==> src/rtl/core/ptd_pkg.sv <==
// shared types, constants and reset tables for the periodic task dispatcher
`timescale 1ns / 1ps
`default_nettype none

package ptd_pkg;

   localparam int TASK_COUNT_DEF = 6;
   localparam int TIME_WIDTH_DEF = 32;
   localparam int TASK_IDX_W     = 4;
   localparam int PERIOD_W       = 32;
   localparam int KIND_W         = 2;

   localparam logic [PERIOD_W-1:0] DEFAULT_PERIOD = PERIOD_W'(1000);

   typedef enum logic [KIND_W-1:0] {
      KIND_TICK       = 2'd0,
      KIND_ENABLE     = 2'd1,
      KIND_DISABLE    = 2'd2,
      KIND_SET_PERIOD = 2'd3
   } kind_type;

   // table access requests from the sequencer
   typedef struct packed {
      logic                  rd_en;
      logic [TASK_IDX_W-1:0] rd_addr;
      logic                  lr_we;
      logic                  per_we;
      logic                  en_set;
      logic                  en_clr;
      logic [TASK_IDX_W-1:0] wr_addr;
   } tbl_ctl_type;

   function automatic logic [PERIOD_W-1:0] reset_period(input logic [TASK_IDX_W-1:0] idx);
      logic [PERIOD_W-1:0] p;
      case (idx)
         4'd0:    p = PERIOD_W'(50);
         4'd1:    p = PERIOD_W'(10);
         4'd2:    p = PERIOD_W'(10);
         4'd3:    p = PERIOD_W'(1);
         4'd4:    p = PERIOD_W'(20);
         4'd5:    p = PERIOD_W'(25);
         default: p = DEFAULT_PERIOD;
      endcase
      return p;
   endfunction

   function automatic logic reset_enable(input logic [TASK_IDX_W-1:0] idx);
      logic e;
      case (idx)
         4'd0:    e = 1'b1;
         4'd1:    e = 1'b1;
         default: e = 1'b0;
      endcase
      return e;
   endfunction

endpackage

`default_nettype wire

==> src/rtl/core/ptd_table.sv <==
// task table: period and last-run memories, enable flags
`timescale 1ns / 1ps
`default_nettype none

module ptd_table #(
   parameter int TASK_COUNT = ptd_pkg::TASK_COUNT_DEF,
   parameter int TIME_WIDTH = ptd_pkg::TIME_WIDTH_DEF
) (
   input  wire logic                          clock,
   input  wire logic                          reset,
   input  wire ptd_pkg::tbl_ctl_type          ctl,
   input  wire logic [TIME_WIDTH-1:0]         wr_time,
   input  wire logic [ptd_pkg::PERIOD_W-1:0]  wr_period,
   output logic                               rd_enabled,
   output logic [ptd_pkg::PERIOD_W-1:0]       rd_period,
   output logic [TIME_WIDTH-1:0]              rd_last_run
);
   import ptd_pkg::*;

   localparam int AW = (TASK_COUNT > 1) ? $clog2(TASK_COUNT) : 1;

   logic [PERIOD_W-1:0]   per_mem [TASK_COUNT];
   logic [TIME_WIDTH-1:0] lr_mem  [TASK_COUNT];

   logic [TASK_COUNT-1:0] per_vld_ff;
   logic [TASK_COUNT-1:0] lr_vld_ff;
   logic [TASK_COUNT-1:0] en_ff;

   logic [PERIOD_W-1:0]   per_rd_ff;
   logic [TIME_WIDTH-1:0] lr_rd_ff;
   logic                  per_vld_rd_ff;
   logic                  lr_vld_rd_ff;
   logic                  en_rd_ff;
   logic [TASK_IDX_W-1:0] rd_idx_ff;

   logic [AW-1:0] wa;
   logic [AW-1:0] ra;

   assign wa = ctl.wr_addr[AW-1:0];
   assign ra = ctl.rd_addr[AW-1:0];

   // flags: entries not yet written read back their power-on values
   always_ff @(posedge clock) begin
      if (reset) begin
         per_vld_ff <= '0;
         lr_vld_ff  <= '0;
         for (int i = 0; i < TASK_COUNT; i++) begin
            en_ff[i] <= reset_enable(TASK_IDX_W'(i));
         end
      end else begin
         if (ctl.per_we) per_vld_ff[wa] <= 1'b1;
         if (ctl.lr_we)  lr_vld_ff[wa]  <= 1'b1;
         if (ctl.en_set) en_ff[wa]      <= 1'b1;
         if (ctl.en_clr) en_ff[wa]      <= 1'b0;
      end
   end

   // memories with registered read port
   always_ff @(posedge clock) begin
      if (ctl.per_we) per_mem[wa] <= wr_period;
      if (ctl.lr_we)  lr_mem[wa]  <= wr_time;
      if (ctl.rd_en) begin
         per_rd_ff     <= per_mem[ra];
         lr_rd_ff      <= lr_mem[ra];
         per_vld_rd_ff <= per_vld_ff[ra];
         lr_vld_rd_ff  <= lr_vld_ff[ra];
         en_rd_ff      <= en_ff[ra];
         rd_idx_ff     <= ctl.rd_addr;
      end
   end

   assign rd_enabled  = en_rd_ff;
   assign rd_period   = per_vld_rd_ff ? per_rd_ff : reset_period(rd_idx_ff);
   assign rd_last_run = lr_vld_rd_ff ? lr_rd_ff : '0;

endmodule

`default_nettype wire

==> src/rtl/core/ptd_ctrl.sv <==
// request decode, table walk sequencer and result register
`timescale 1ns / 1ps
`default_nettype none

module ptd_ctrl #(
   parameter int TASK_COUNT = ptd_pkg::TASK_COUNT_DEF,
   parameter int TIME_WIDTH = ptd_pkg::TIME_WIDTH_DEF
) (
   input  wire logic                            clock,
   input  wire logic                            reset,
   input  wire logic                            req_valid,
   output logic                                 req_stall,
   input  wire logic [ptd_pkg::KIND_W-1:0]      req_kind,
   input  wire logic [ptd_pkg::TASK_IDX_W-1:0]  req_task_index,
   input  wire logic [31:0]                     req_now_ms,
   input  wire logic [ptd_pkg::PERIOD_W-1:0]    req_new_period,
   output logic                                 rsp_valid,
   input  wire logic                            rsp_stall,
   output logic [ptd_pkg::TASK_IDX_W-1:0]       rsp_due_task,
   output logic                                 rsp_last_due,
   output ptd_pkg::tbl_ctl_type                 ctl,
   output logic [TIME_WIDTH-1:0]                wr_time,
   output logic [ptd_pkg::PERIOD_W-1:0]         wr_period,
   input  wire logic                            rd_enabled,
   input  wire logic [ptd_pkg::PERIOD_W-1:0]    rd_period,
   input  wire logic [TIME_WIDTH-1:0]           rd_last_run
);
   import ptd_pkg::*;

   localparam int AW    = (TASK_COUNT > 1) ? $clog2(TASK_COUNT) : 1;
   localparam int CMP_W = (TIME_WIDTH > PERIOD_W) ? TIME_WIDTH : PERIOD_W;

   typedef enum logic [2:0] {
      ST_IDLE  = 3'b001,
      ST_WALK  = 3'b010,
      ST_FLUSH = 3'b100
   } state_type;

   state_type             state_ff, state_in;
   logic [AW-1:0]         ev_idx_ff, ev_idx_in;
   logic [TIME_WIDTH-1:0] now_ff, now_in;
   logic                  pend_valid_ff, pend_valid_in;
   logic [AW-1:0]         pend_idx_ff, pend_idx_in;
   logic                  rsp_valid_ff, rsp_valid_in;
   logic [TASK_IDX_W-1:0] rsp_task_ff, rsp_task_in;
   logic                  rsp_last_ff, rsp_last_in;

   logic                  req_accept;
   logic                  in_range;
   logic                  out_free;
   logic [TIME_WIDTH-1:0] diff;
   logic                  hit;
   logic                  advance;
   logic                  ev_last;
   logic                  rsp_load;
   logic [AW-1:0]         ev_next;

   assign req_stall  = (state_ff != ST_IDLE);
   assign req_accept = req_valid && !req_stall;
   assign in_range   = ({1'b0, req_task_index} < (TASK_IDX_W + 1)'(TASK_COUNT));
   assign out_free   = !rsp_valid_ff || !rsp_stall;

   assign diff    = now_ff - rd_last_run;
   assign hit     = rd_enabled && (CMP_W'(diff) >= CMP_W'(rd_period));
   // a hit with a pending index needs the result register free
   assign advance = !hit || !pend_valid_ff || out_free;
   assign ev_last = (ev_idx_ff == AW'(TASK_COUNT - 1));
   assign ev_next = ev_idx_ff + AW'(1);

   always_comb begin
      state_in      = state_ff;
      ev_idx_in     = ev_idx_ff;
      now_in        = now_ff;
      pend_valid_in = pend_valid_ff;
      pend_idx_in   = pend_idx_ff;
      rsp_load      = 1'b0;
      rsp_task_in   = rsp_task_ff;
      rsp_last_in   = rsp_last_ff;
      ctl           = '0;
      wr_time       = now_ff;
      wr_period     = (req_new_period == '0) ? PERIOD_W'(1) : req_new_period;

      case (state_ff)
         ST_IDLE: begin
            if (req_accept) begin
               case (kind_type'(req_kind))
                  KIND_TICK: begin
                     state_in    = ST_WALK;
                     ev_idx_in   = '0;
                     now_in      = TIME_WIDTH'(req_now_ms);
                     ctl.rd_en   = 1'b1;
                     ctl.rd_addr = '0;
                  end
                  KIND_ENABLE: begin
                     ctl.en_set  = in_range;
                     ctl.wr_addr = req_task_index;
                  end
                  KIND_DISABLE: begin
                     ctl.en_clr  = in_range;
                     ctl.wr_addr = req_task_index;
                  end
                  KIND_SET_PERIOD: begin
                     ctl.per_we  = in_range;
                     ctl.wr_addr = req_task_index;
                  end
                  default: begin
                  end
               endcase
            end
         end
         ST_WALK: begin
            if (advance) begin
               if (hit) begin
                  ctl.lr_we     = 1'b1;
                  ctl.wr_addr   = TASK_IDX_W'(ev_idx_ff);
                  pend_valid_in = 1'b1;
                  pend_idx_in   = ev_idx_ff;
                  // an earlier due task is known not to be the last one
                  if (pend_valid_ff) begin
                     rsp_load    = 1'b1;
                     rsp_task_in = TASK_IDX_W'(pend_idx_ff);
                     rsp_last_in = 1'b0;
                  end
               end
               if (ev_last) begin
                  state_in = ST_FLUSH;
               end else begin
                  ev_idx_in   = ev_next;
                  ctl.rd_en   = 1'b1;
                  ctl.rd_addr = TASK_IDX_W'(ev_next);
               end
            end
         end
         ST_FLUSH: begin
            if (!pend_valid_ff) begin
               state_in = ST_IDLE;
            end else if (out_free) begin
               rsp_load      = 1'b1;
               rsp_task_in   = TASK_IDX_W'(pend_idx_ff);
               rsp_last_in   = 1'b1;
               pend_valid_in = 1'b0;
               state_in      = ST_IDLE;
            end
         end
         default: begin
            state_in = ST_IDLE;
         end
      endcase

      rsp_valid_in = rsp_load ? 1'b1 : (rsp_valid_ff && rsp_stall);
   end

   always_ff @(posedge clock) begin
      if (reset) begin
         state_ff      <= ST_IDLE;
         pend_valid_ff <= 1'b0;
         rsp_valid_ff  <= 1'b0;
      end else begin
         state_ff      <= state_in;
         pend_valid_ff <= pend_valid_in;
         rsp_valid_ff  <= rsp_valid_in;
      end
   end

   always_ff @(posedge clock) begin
      ev_idx_ff   <= ev_idx_in;
      now_ff      <= now_in;
      pend_idx_ff <= pend_idx_in;
      if (rsp_load) begin
         rsp_task_ff <= rsp_task_in;
         rsp_last_ff <= rsp_last_in;
      end
   end

   assign rsp_valid    = rsp_valid_ff;
   assign rsp_due_task = rsp_task_ff;
   assign rsp_last_due = rsp_last_ff;

   a_idle_no_pending: assert property (@(posedge clock) disable iff (reset)
      (state_ff == ST_IDLE) |-> !pend_valid_ff)
      else $error("pending due task left over in idle");

   a_lr_write_in_walk: assert property (@(posedge clock) disable iff (reset)
      ctl.lr_we |-> (state_ff == ST_WALK))
      else $error("last-run write outside table walk");

   a_cfg_write_on_accept: assert property (@(posedge clock) disable iff (reset)
      (ctl.per_we || ctl.en_set || ctl.en_clr) |-> (state_ff == ST_IDLE) && req_accept)
      else $error("table update without accepted transaction");

   a_flush_ends: assert property (@(posedge clock) disable iff (reset)
      ((state_ff == ST_FLUSH) && pend_valid_ff && out_free)
         |=> ((state_ff == ST_IDLE) && rsp_valid_ff && rsp_last_ff))
      else $error("final due task not delivered as last");

endmodule

`default_nettype wire

==> src/rtl/core/periodic_task_dispatcher.sv <==
// top level of the periodic task dispatcher
// tick transaction: accepted in idle, then the walk reads one table entry per cycle while the
//   result side does not stall, set by the single read port of the task table, then a flush
//   state hands out the final due task
// enable, disable and set-period transactions: written on acceptance, no result
// the final due task is loaded into the result register in the flush state
// reset: synchronous; enable flags load their defaults and the memories' written flags
//   clear, so no clearing pass is needed
`timescale 1ns / 1ps
`default_nettype none

module periodic_task_dispatcher #(
   parameter int TASK_COUNT = ptd_pkg::TASK_COUNT_DEF,
   parameter int TIME_WIDTH = ptd_pkg::TIME_WIDTH_DEF
) (
   input  wire logic                            clock,
   input  wire logic                            reset,
   // request channel
   input  wire logic                            req_valid,
   output logic                                 req_stall,
   input  wire logic [ptd_pkg::KIND_W-1:0]      req_kind,
   input  wire logic [ptd_pkg::TASK_IDX_W-1:0]  req_task_index,
   input  wire logic [31:0]                     req_now_ms,
   input  wire logic [ptd_pkg::PERIOD_W-1:0]    req_new_period,
   // response channel, one transaction per due task
   output logic                                 rsp_valid,
   input  wire logic                            rsp_stall,
   output logic [ptd_pkg::TASK_IDX_W-1:0]       rsp_due_task,
   output logic                                 rsp_last_due
);
   import ptd_pkg::*;

   // table access from the sequencer
   tbl_ctl_type           ctl;
   logic [TIME_WIDTH-1:0] wr_time;
   logic [PERIOD_W-1:0]   wr_period;

   // registered read data, valid in the cycle after the read request
   logic                  rd_enabled;
   logic [PERIOD_W-1:0]   rd_period;
   logic [TIME_WIDTH-1:0] rd_last_run;

   // sequencer: decodes requests, walks the table, holds one due task back
   // until it knows whether a later one follows
   ptd_ctrl #(
      .TASK_COUNT (TASK_COUNT),
      .TIME_WIDTH (TIME_WIDTH)
   ) u_ctrl (
      .clock          (clock),
      .reset          (reset),
      .req_valid      (req_valid),
      .req_stall      (req_stall),
      .req_kind       (req_kind),
      .req_task_index (req_task_index),
      .req_now_ms     (req_now_ms),
      .req_new_period (req_new_period),
      .rsp_valid      (rsp_valid),
      .rsp_stall      (rsp_stall),
      .rsp_due_task   (rsp_due_task),
      .rsp_last_due   (rsp_last_due),
      .ctl            (ctl),
      .wr_time        (wr_time),
      .wr_period      (wr_period),
      .rd_enabled     (rd_enabled),
      .rd_period      (rd_period),
      .rd_last_run    (rd_last_run)
   );

   // task table: periods and last-run times in memories, enables in flops
   ptd_table #(
      .TASK_COUNT (TASK_COUNT),
      .TIME_WIDTH (TIME_WIDTH)
   ) u_table (
      .clock       (clock),
      .reset       (reset),
      .ctl         (ctl),
      .wr_time     (wr_time),
      .wr_period   (wr_period),
      .rd_enabled  (rd_enabled),
      .rd_period   (rd_period),
      .rd_last_run (rd_last_run)
   );

endmodule

`default_nettype wire

==> config.mk <==
export PLATFORM = sky130hd
export DESIGN_NAME = periodic_task_dispatcher
export DESIGN_NICKNAME = d
export VERILOG_FILES = /design/src/rtl/core/ptd_pkg.sv /design/src/rtl/core/ptd_table.sv /design/src/rtl/core/ptd_ctrl.sv /design/src/rtl/core/periodic_task_dispatcher.sv
export SDC_FILE = /design/constraint.sdc
export NUM_CORES = 1
export LEC_CHECK = 0
export BUFFER_PORTS_ARGS = -buffer_cell sky130_fd_sc_hd__buf_2
export CAP_MARGIN = 20
export CORE_ASPECT_RATIO = 0.75
export CORE_MARGIN = 3
export CORE_UTILIZATION = 50
export DETAILED_ROUTE_END_ITERATION = 10
export GPL_ROUTABILITY_DRIVEN = 0
export GPL_TIMING_DRIVEN = 1
export HOLD_SLACK_MARGIN = 0.08
export PLACE_DENSITY_LB_ADDON = 0.05
export SYNTH_ARGS = -nofsm -noshare
export SYNTH_HDL_FRONTEND = slang
export SYNTH_SLANG_ARGS = --single-unit
export TNS_END_PERCENT = 50
==> constraint.sdc <==
create_clock -name clock -period 12.1 [get_ports clock]
set_clock_uncertainty 0.05 [all_clocks]
set_input_delay 0.605 -clock clock [delete_from_list [all_inputs] [get_ports clock]]
set_output_delay 0.605 -clock clock [all_outputs]
set_load 0.1 [all_outputs]
==> Word level (Yosys, flattened, before mapping) <==
Memory sizes are Yosys's and may differ from the RTL's. A register that Yosys moved wholly into a read port is not among the register bits.
Index checks and enable logic that the tools add are counted.
{ "word_totals": {"reg_bits": 73, "latch_bits": 0, "ramBits": 384, "rom_bits": 0, "in_bits": 74, "n_memories": 2} }
{ "op_classes": {"n_addsub": 2, "multipliers": 0, "n_div": 0, "order_cmp": 5, "n_eq_ne": 23, "shift": 0, "muxes": 71, "bitwise_logic": 5, "reduce_logical": 25} }
{ "memory_table": {"columns": ["memory", "depth", "word_bits", "rd", "rd_ports_with_merged_regs", "write_ports", "line_no", "source"], "rows": [
  ["u_table.lr_mem", 6, 32, 1, 1, 1, "ptd_table.sv:23", "logic [TIME_WIDTH-1:0] lr_mem [TASK_COUNT];"],
  ["u_table.per_mem", 6, 32, 1, 1, 1, "ptd_table.sv:22", "logic [PERIOD_W-1:0] per_mem [TASK_COUNT];"]
]} }
{ "op_table": {"columns": ["operator", "count"], "rows": [
  ["two-way mux 32 bit", 3],
  ["one-hot mux 10 bit (5 select lines)", 1],
  ["two-way mux 3 bit", 13],
  ["greater-or-equal comparator 32 bit", 1],
  ["zero test 32 bit", 1],
  ["subtractor 32 bit", 1],
  ["two-way mux 1 bit", 28],
  ["two-way mux 4 bit", 6],
  ["two-way mux 6 bit", 4],
  ["OR 6 bit", 3],
  ["two-way mux 5 bit", 3],
  ["inequality test 2 x 1 -> 1 bit (second input constant)", 7],
  ["one-hot mux 3 bit (2 select lines)", 2],
  ["one-hot mux 5 bit (2 select lines)", 1],
  ["AND reduction 5 bit", 2],
  ["binary-select mux 1 bit (select 3 bit)", 3],
  ["one-hot mux 3 bit (3 select lines)", 1],
  ["AND reduction 3 bit", 3],
  ["== test 4 x 2 -> 1 bit (second input constant)", 2],
  ["== test 4 x 3 -> 1 bit (second input constant)", 2],
  ["less-than comparator 3 x 4 -> 1 bit (second input constant)", 2],
  ["one-hot mux 4 bit (2 select lines)", 1],
  ["two-way mux 7 bit", 1],
  ["AND reduction 7 bit", 1],
  ["24 further kinds", 39]
]} }

==> Longest topological paths before layout <==
Gate-level depths: netlist of the first run.
{ "depth": {"word_depth": 20, "depth_mapped": 27, "mapped_depth_nobuf": 26} }

==> Hierarchy <==
Synthesis of the first run repeated with hierarchy kept, for this count alone.
{ "unflattened": {"hier_cells": 1351, "hier_area_um2": 22556.6} }
{ "modules_own_cells": {"columns": ["module", "n_inst", "cells_per_inst", "area_each_um2", "seq_area_each_um2"], "rows": [
  ["ptd_table", 1, 863, 18257.5, 14023.4],
  ["ptd_ctrl", 1, 488, 4299.1, 1361.3]
]} }

==> Least setup slack after synthesis of the first run <==
No wires, ideal clock.
{ "synth_path": {"path_type": "register to register", "startpoint": "register u_table.lr_vld_rd_ff", "endpoint": "register u_table.lr_rd_ff[0], read port of u_table.lr_mem (enable)", "setup_ps": 595, "arrival_time_ps": 9076, "setup_slack_ps": 2379, "path_stages_with_launch": 24, "n_path_buf": 1, "path_cell_list": "edfxtp_1 > clkbuf_1 > nand2_1 > fa_1 > a211oi_1 > o21ai_0 > a22oi_1 > a21boi_0 > o21a_1 > o21a_1 > o21a_1 > o21a_1 > nor2_1 > xnor2_1 > ha_1 > a21o_1 > a21o_1 > a21oi_1 > nor3_1 > nor4b_2 > o21ai_2 > nand2_1 > nor2_1 > o21ai_0"} }
{ "synth_rtl": {"columns": ["item", "line_no", "source"], "rows": [
  ["from (decl)", "ptd_table.sv:32", "logic lr_vld_rd_ff;"],
  ["from (signal assigned)", "ptd_table.sv:66", "lr_vld_rd_ff <= lr_vld_ff[ra];"],
  ["to (decl)", "ptd_table.sv:30", "logic [TIME_WIDTH-1:0] lr_rd_ff;"]
]} }

==> Worst setup path after layout of the first run <==
{ "layout_path": {"startpoint": "register u_table.lr_vld_rd_ff", "endpoint": "register u_table.per_rd_ff[10], read port of u_table.per_mem (data pin)"} }
{ "layout_between": {"elab_chain_cells": 9} }
{ "layout_lines": {"columns": ["item", "line_no", "source"], "rows": [
  ["two-way mux 32 bit", "ptd_table.sv:74", "assign rd_last_run = lr_vld_rd_ff ? lr_rd_ff : '0;"],
  ["subtractor 32 bit", "ptd_ctrl.sv:63", "assign diff = now_ff - rd_last_run;"],
  ["greater-or-equal comparator 32 bit", "ptd_ctrl.sv:64", "assign hit = rd_enabled && (CMP_W'(diff) >= CMP_W'(rd_period));"],
  ["logical AND 1 bit", "ptd_ctrl.sv:64", null],
  ["zero test 1 bit", "ptd_ctrl.sv:66", "assign advance = !hit || !pend_valid_ff || out_free;"],
  ["logical OR 1 bit (2 in series)", "ptd_ctrl.sv:66", null],
  ["two-way mux 6 bit", "ptd_ctrl.sv:112", "if (advance) begin"],
  ["one-hot mux 5 bit (2 select lines)", "ptd_ctrl.sv:83", "case (state_ff)"],
  ["to (decl)", "ptd_table.sv:29", "logic [PERIOD_W-1:0] per_rd_ff;"]
]} }
No other way between the ends.
A chain may end at the register's enable or synchronous reset.

==> flow_metrics.env, run 1 <==
export IMPL_status="completed"
export IMPL_io_buffers=79
export IMPL_rsz0062_at_grt="false"
export IMPL_core_sq_um=43900
export IMPL_critPathBufInv=4
export IMPL_cp_data_required_time_ps=12330
export IMPL_cp_arrival_ps=8000
export IMPL_hold_buffers=0
export IMPL_ys_flop_type="edfxtp_1"
export IMPL_clkSinkCount=519
export IMPL_setup_viol=0
export IMPL_final_layout_size_suffix_gt1_share_pct=17.3
export IMPL_ys_types=69
export IMPL_post_place_cells=2028
export IMPL_rows=66
export IMPL_slew_viol_final=0
export IMPL_hpwl_mm=29.8
export IMPL_cp_endpoint="u_table.per_rd_ff[10]"
export IMPL_ff2ff_path_depth=26
export IMPL_fill_cells=3441
export IMPL_relSlewSlack_pct=25.5
export IMPL_syn_avg_cell_area_sq_um=15.5
export IMPL_drtIter0Drc=1012
export IMPL_hold_path_class="primary input to flip-flop"
export IMPL_start_kind="flip-flop"
export IMPL_synthCells=1454
export IMPL_r2r_slack_ps=4330
export IMPL_cp_common_cell="ha_1"
export IMPL_rr_endpoint="u_table.per_rd_ff[10]"
export IMPL_synth_enable_flop_cells=496
export IMPL_power_leakage_nw=8.15
export IMPL_yosys_warnings=0
export IMPL_cts_setup_buffers=0
export IMPL_h_tree_depth=2
export IMPL_max_freq_mhz=129
export IMPL_synth_seq_cells=519
export IMPL_cp_num_cells=26
export IMPL_critical_path_class="flip-flop to flip-flop"
export IMPL_tns_ps=0
export IMPL_globalRoute_totalOverflow=0
export IMPL_clk_pin_slew_ps=60
export IMPL_r2r_start="u_table.lr_vld_rd_ff"
export IMPL_antenna_found_initial=0
export IMPL_syn_to_final_growth_pct=11.1
export IMPL_crit_slowest_cell="buf_4"
export IMPL_ant_nets=0
export IMPL_finalNonFillerCells=2118
export IMPL_syn_area_sq_um=22500
export IMPL_drc=0
export IMPL_irDropWorstVdd_uv=114
export IMPL_grt_use_total_pct=21.2
export IMPL_hold_slack_ps=142
export IMPL_fin_util_pct=56.9
export IMPL_async_flop_share_pct=0
export IMPL_viasPerCell=5.82
export IMPL_cts_root_buffer="clkbuf_16"
export IMPL_hold_viol=0
export IMPL_crit_family="compound AO/OA/AOI/OAI gates"
export IMPL_startpoint="u_table.lr_vld_rd_ff"
export IMPL_start_util_pct=51.2
export IMPL_fin_nets=1646
export IMPL_syn_nets=1596
export IMPL_cts_resized_gates=0
export IMPL_grt_max_degree=180
export IMPL_drt_pre_antenna_iters=6
export IMPL_antenna_cells=0
export IMPL_holdCritStartpoint="req_now_ms[8]"
export IMPL_vias=12300
export IMPL_clk_latency_ps=580
export IMPL_synth_yosys_seq_area_share_pct=68.2
export IMPL_routed_wl_mm=50.0
export IMPL_chipHeight_um=190
export IMPL_crit_fanout=47
export IMPL_chipWidth_um=251
export IMPL_cts_tree="yes"
export IMPL_die_area_sq_um=47600
export IMPL_grt_pass1_wl_mm=75.6
export IMPL_powerDensity_nw_per_um2=150
export IMPL_grt_pass1_vias=12100
export IMPL_finalCritPeriodShare_pct=64.2
export IMPL_cap_violations=0
export IMPL_tightest_slew_ps=1120
export IMPL_clockBufferDepth=3
export IMPL_slowest_delay_ps=880
export IMPL_cts_buffers=49
export IMPL_fin_crit_ps=7770
export IMPL_wl_per_cell_um=23.6
export IMPL_p_total_w=0.00375
export IMPL_end_kind="flip-flop"
export IMPL_num_io_pins=81
[stage by stage]
step                      area [sq um]  worst slack, ps
after CTS                        24900             4030
after global placement           23200             4320
after global routing             25000             3700
after floorplan                  22500             2380
after detailed placement         23200             4070
final                            25000             4330
[routing by layer]
| metal | global-route usage (%) | up-vias | part of all wire, % |
|---|---|---|---|
| met1 | 32.8 | 6150 | 49 |
| met3 | 3.70 | 60 | 6.1 |
| met5 | 0 | - | 0 |
| met4 | 4.91 | 0 | 1.5 |
| li1 | - | 5785 | - |
| met2 | 31.6 | 323 | 44 |
[final cells by class]
class	instances	area (sq um)	area share, %
Clock buffer	61	1400	5.58
Tap cell	578	723	2.89
Timing Repair Buffer	98	591	2.36
Multi-Input combinational cell	822	6580	26.3
Sequential cell	519	15400	61.4
Clock inverter	26	304	1.22
Inverter	14	55.1	0.220
[power breakdown]
part	leakage [nW]	switching, W	internal [W]
registers	4.66	0.0000129	0.00197
logic	2.66	0.0000898	0.0000552
clock network	0.836	0.000652	0.000964
[placed cells by master (no fill, tap or decap), drive strengths merged, types with 28 or more instances in the layout]
cell type	count
edfxtp	496
mux2i	134
buf	98
nand2	87
a211oi	75
nor2b	74
ha	67
a221oi	65
clkbuf	61
a21oi	56
nor2	49
o21ai	28
[logic make-up after synthesis]
family / synth area share [%]
AO/OA/AOI/OAI: 11.4
XOR/XNOR: 1.09
adder cells (fa/ha/maj): 3.81
buffers and inverters: 2.78
flip-flops: 68.2
multiplexers: 6.11
other: 0.0167
AND/OR/NAND/NOR: 6.56
[worst reg2reg max path, stage by stage (launching register included)]
cell and delay, ps:
edfxtp_1 690, buf_8 240, and2_1 150, ha_1 160, inv_1 60, fa_1 450
a211oi_1 280, o21ai_0 150, a22oi_1 310, o311ai_1 230, o22ai_1 340, o21ai_1 170
nor3_1 220, o21bai_1 110, a21oi_1 190, xnor2_1 100, ha_1 290, nand4_1 90
or2_1 270, nor2_1 100, nand3_1 90, o21ai_2 460, a311o_2 390, inv_4 180
nor2_4 600, buf_4 880, a221oi_2 220
[Yosys cell counts, drive strengths merged, types with 6 or more instances]
library cell / n / area, sq um
inv: 14 / 52.6
dfxtp: 23 / 460
o21ai: 28 / 144
buf: 30 / 314
a211oi: 75 / 568
or2: 6 / 37.5
ha: 67 / 838
a21o: 22 / 165
o21a: 9 / 67.6
mux2i: 134 / 1340
a221oi: 65 / 970
a31oi: 10 / 77.6
and2: 10 / 62.6
nor2b: 74 / 463
xnor2: 18 / 158
nor2: 49 / 191
nor3: 11 / 55.1
nand3: 13 / 70.1
a21oi: 56 / 280
xor2: 10 / 87.6
edfxtp: 496 / 14900
nor4: 9 / 56.3
nand4: 10 / 62.6
nand2: 87 / 334
and3: 6 / 37.5
clkbuf: 69 / 259
[worst min-delay path by stage]
stage / endpoint / slack, ps / cells past startpoint
after floorplan: u_ctrl.rsp_due_task[0] / 350 / 0
after detailed placement: u_ctrl.rsp_due_task[2] / 360 / 0
final: u_ctrl.wr_time[8] / 140 / 1
after global placement: u_ctrl.rsp_due_task[1] / 390 / 0
after global routing: u_ctrl.wr_time[12] / 120 / 1
after CTS: u_ctrl.wr_time[6] / 100 / 1
[state kept, by name, indices dropped and copies added (netlist names), 6 cells and up, named ones only]
| register | cells |
|---|---|
| u_table.lr_mem | 192 |
| u_table.per_rd_ff | 32 |
| u_ctrl.wr_time | 32 |
| u_table.per_vld_ff | 6 |
| u_table.lr_vld_ff | 6 |
| u_table.lr_rd_ff | 32 |
| u_table.per_mem | 192 |
No activity file was read; power rests on OpenSTA's default activity.
==> inputs of run 2 (changes only) <==
clock period = 8.1 ns   (was 12.1 ns; I/O delays follow)
==> run 2 against run 1 <==
Register-to-register slack got worse by 3500 ps. Flip-flop and latch count is the same. Non-clock buffer count increased by 68.
==> flow_metrics.env, run 2 (same netlist as run 1, synthesis figures left out) <==
export IMPL_p_switching_w=0.00113
export IMPL_io_buffers=79
export IMPL_clkSinkCount=519
export IMPL_h_tree_depth=2
export IMPL_layout_common_cells="496 x edfxtp_1, 134 x mux2i_1, 86 x nand2_1"
export IMPL_drc=0
export IMPL_status="completed"
export IMPL_fin_crit_ps=7320
export IMPL_hold_path_class="primary input to flip-flop"
export IMPL_antenna_cells=0
export IMPL_internal_power_w=0.00431
export IMPL_powerDensity_nw_per_um2=213
export IMPL_p_comb_share_pct=4.5
export IMPL_num_io_pins=81
export IMPL_cp_arrival_ps=7450
export IMPL_die_area_sq_um=47600
export IMPL_critical_path_class="flip-flop to flip-flop"
export IMPL_wl_per_cell_um=22.8
export IMPL_clk_pin_slew_ps=60
export IMPL_drtIter0Drc=890
export IMPL_routed_wl_mm=50.1
export IMPL_antenna_found_initial=0
export IMPL_clockBufferDepth=3
export IMPL_cp_data_required_time_ps=8230
export IMPL_ant_nets=0
export IMPL_p_total_w=0.00544
export IMPL_syn_to_final_growth_pct=13.5
export IMPL_core_sq_um=43900
export IMPL_cts_buffers=51
export IMPL_largest_registers="u_table.lr_mem x192, u_table.per_mem x192"
export IMPL_cts_root_buffer="clkbuf_16"
export IMPL_grt_pass1_vias=12300
export IMPL_start_kind="flip-flop"
export IMPL_chipWidth_um=251
export IMPL_end_kind="flip-flop"
export IMPL_max_freq_mhz=137
export IMPL_final_layout_size_suffix_gt1_share_pct=16.4
export IMPL_chipHeight_um=190
export IMPL_power_share_clock_pct=41.0
export IMPL_relSlewSlack_pct=29.3
export IMPL_viasPerCell=5.72
export IMPL_hpwl_mm=31.0
export IMPL_grt_pass1_wl_mm=76.2
export IMPL_finalCritPeriodShare_pct=90.4
export IMPL_cts_tree="yes"
export IMPL_globalRoute_totalOverflow=0
export IMPL_rsz0062_at_grt="false"
export IMPL_crit_fanout=32
export IMPL_hold_viol=0
export IMPL_cap_violations=0
export IMPL_start_util_pct=51.2
export IMPL_final_common_cell="edfxtp_1"
export IMPL_setup_viol=0
export IMPL_irDropWorstVdd_uv=171
export IMPL_grt_max_degree=80
export IMPL_tns_ps=0
export IMPL_rows=66
export IMPL_clk_latency_ps=570
export IMPL_fin_nets=1716
export IMPL_power_leakage_nw=8.37
export IMPL_vias=12500
export IMPL_drt_pre_antenna_iters=5
export IMPL_seq_power_share_pct=54.5
export IMPL_tightest_slew_ps=1060
export IMPL_switching_share_pct=20.7
export IMPL_slew_viol_final=0
export IMPL_grt_use_total_pct=21.0
==> run 2: cell count changes in the layout (fill, tap and decap cells not counted), sizes merged <==
cell         delta
dlygate4sd3    +63
clkbuf          +9
buf             +5
bufinv          -5
clkinv          +2
clkinvlp        +1
==> run 2: power by group through the flow <==
stage	clock (W)	sequential, W	combinational [W]
2_1_floorplan	0	0.00301	0.000149
4_1_cts	0.00228	0.00296	0.000242
5_1_grt	0.00239	0.00296	0.000268
6_report	0.00223	0.00296	0.000242
3_5_place_dp	0	0.00302	0.000217
3_3_place_gp	0	0.00302	0.000213
==> run 2: per-stage QoR <==
stage	cells	instance area, sq um	hold slack [ps]	worst slack, ps	utilization [%]
after floorplan	1454	22500	350	270	-
after global placement	2035	23300	391	1070	53.1
after detailed placement	2035	23300	367	867	53.1
after CTS	2191	25500	81.1	821	58.1
after global routing	2193	25500	94.5	347	58.1
final	2193	25500	107	780	58.1
==> run 2: worst paths after layout <==
| check | from | endpoint | slack [ps] | cells after the start |
|---|---|---|---|---|
| worst max-delay path | u_table.lr_vld_rd_ff | u_table.lr_mem[5][19] | 780 | 23 |
| worst min-delay path | req_new_period[19] | u_table.per_mem[3][19] | 110 | 1 |
| worst max register to register | u_table.lr_vld_rd_ff | u_table.lr_mem[5][19] | 780 | 23 |
| worst min register to register | u_ctrl.pend_idx_ff[2] | u_ctrl.rsp_due_task[2] | 410 | 0 |
==> run 2: final cells by class <==
cell class	instances	area, sq um
repair buffers	166	1260
multi-input cells	822	6580
well taps	578	723
inverters	14	55.1
clock buffers	70	1390
clock inverters	24	178
fillers	3434	18400
flip-flops and latches	519	15400
==> run 2: metal layers <==
layer	GRT usage, %	up-vias	share of wire [%]
met4	3.48	0	1.1
li1	-	5930	-
met3	3.23	53	4.7
met2	31.1	281	43
met1	33.4	6282	51
met5	0	-	0
==> run 2: repair_timing <==
item,in CTS,in global routing
hold buffers,62,1
endpoints found under the hold margin,203,6
resized for setup,0,0
setup buffers,0,0
==> run 2: critical path, cell delays in order, from the launching register on <==
cell and delay [ps]:
edfxtp_1 680, and2_1 210, ha_1 160, inv_1 60, fa_1 440, a211oi_1 270, o21ai_0 130, a22oi_1 290
o311ai_1 220, o22ai_1 360, o21ai_1 140, nor3_1 210, o21bai_1 110, a21oi_1 180, xnor2_1 90, ha_1 290
nand4_1 100, or2_1 280, nor2_1 110, nand3_1 90, o21ai_2 470, nand3_2 400, o41ai_2 650, and2_2 910
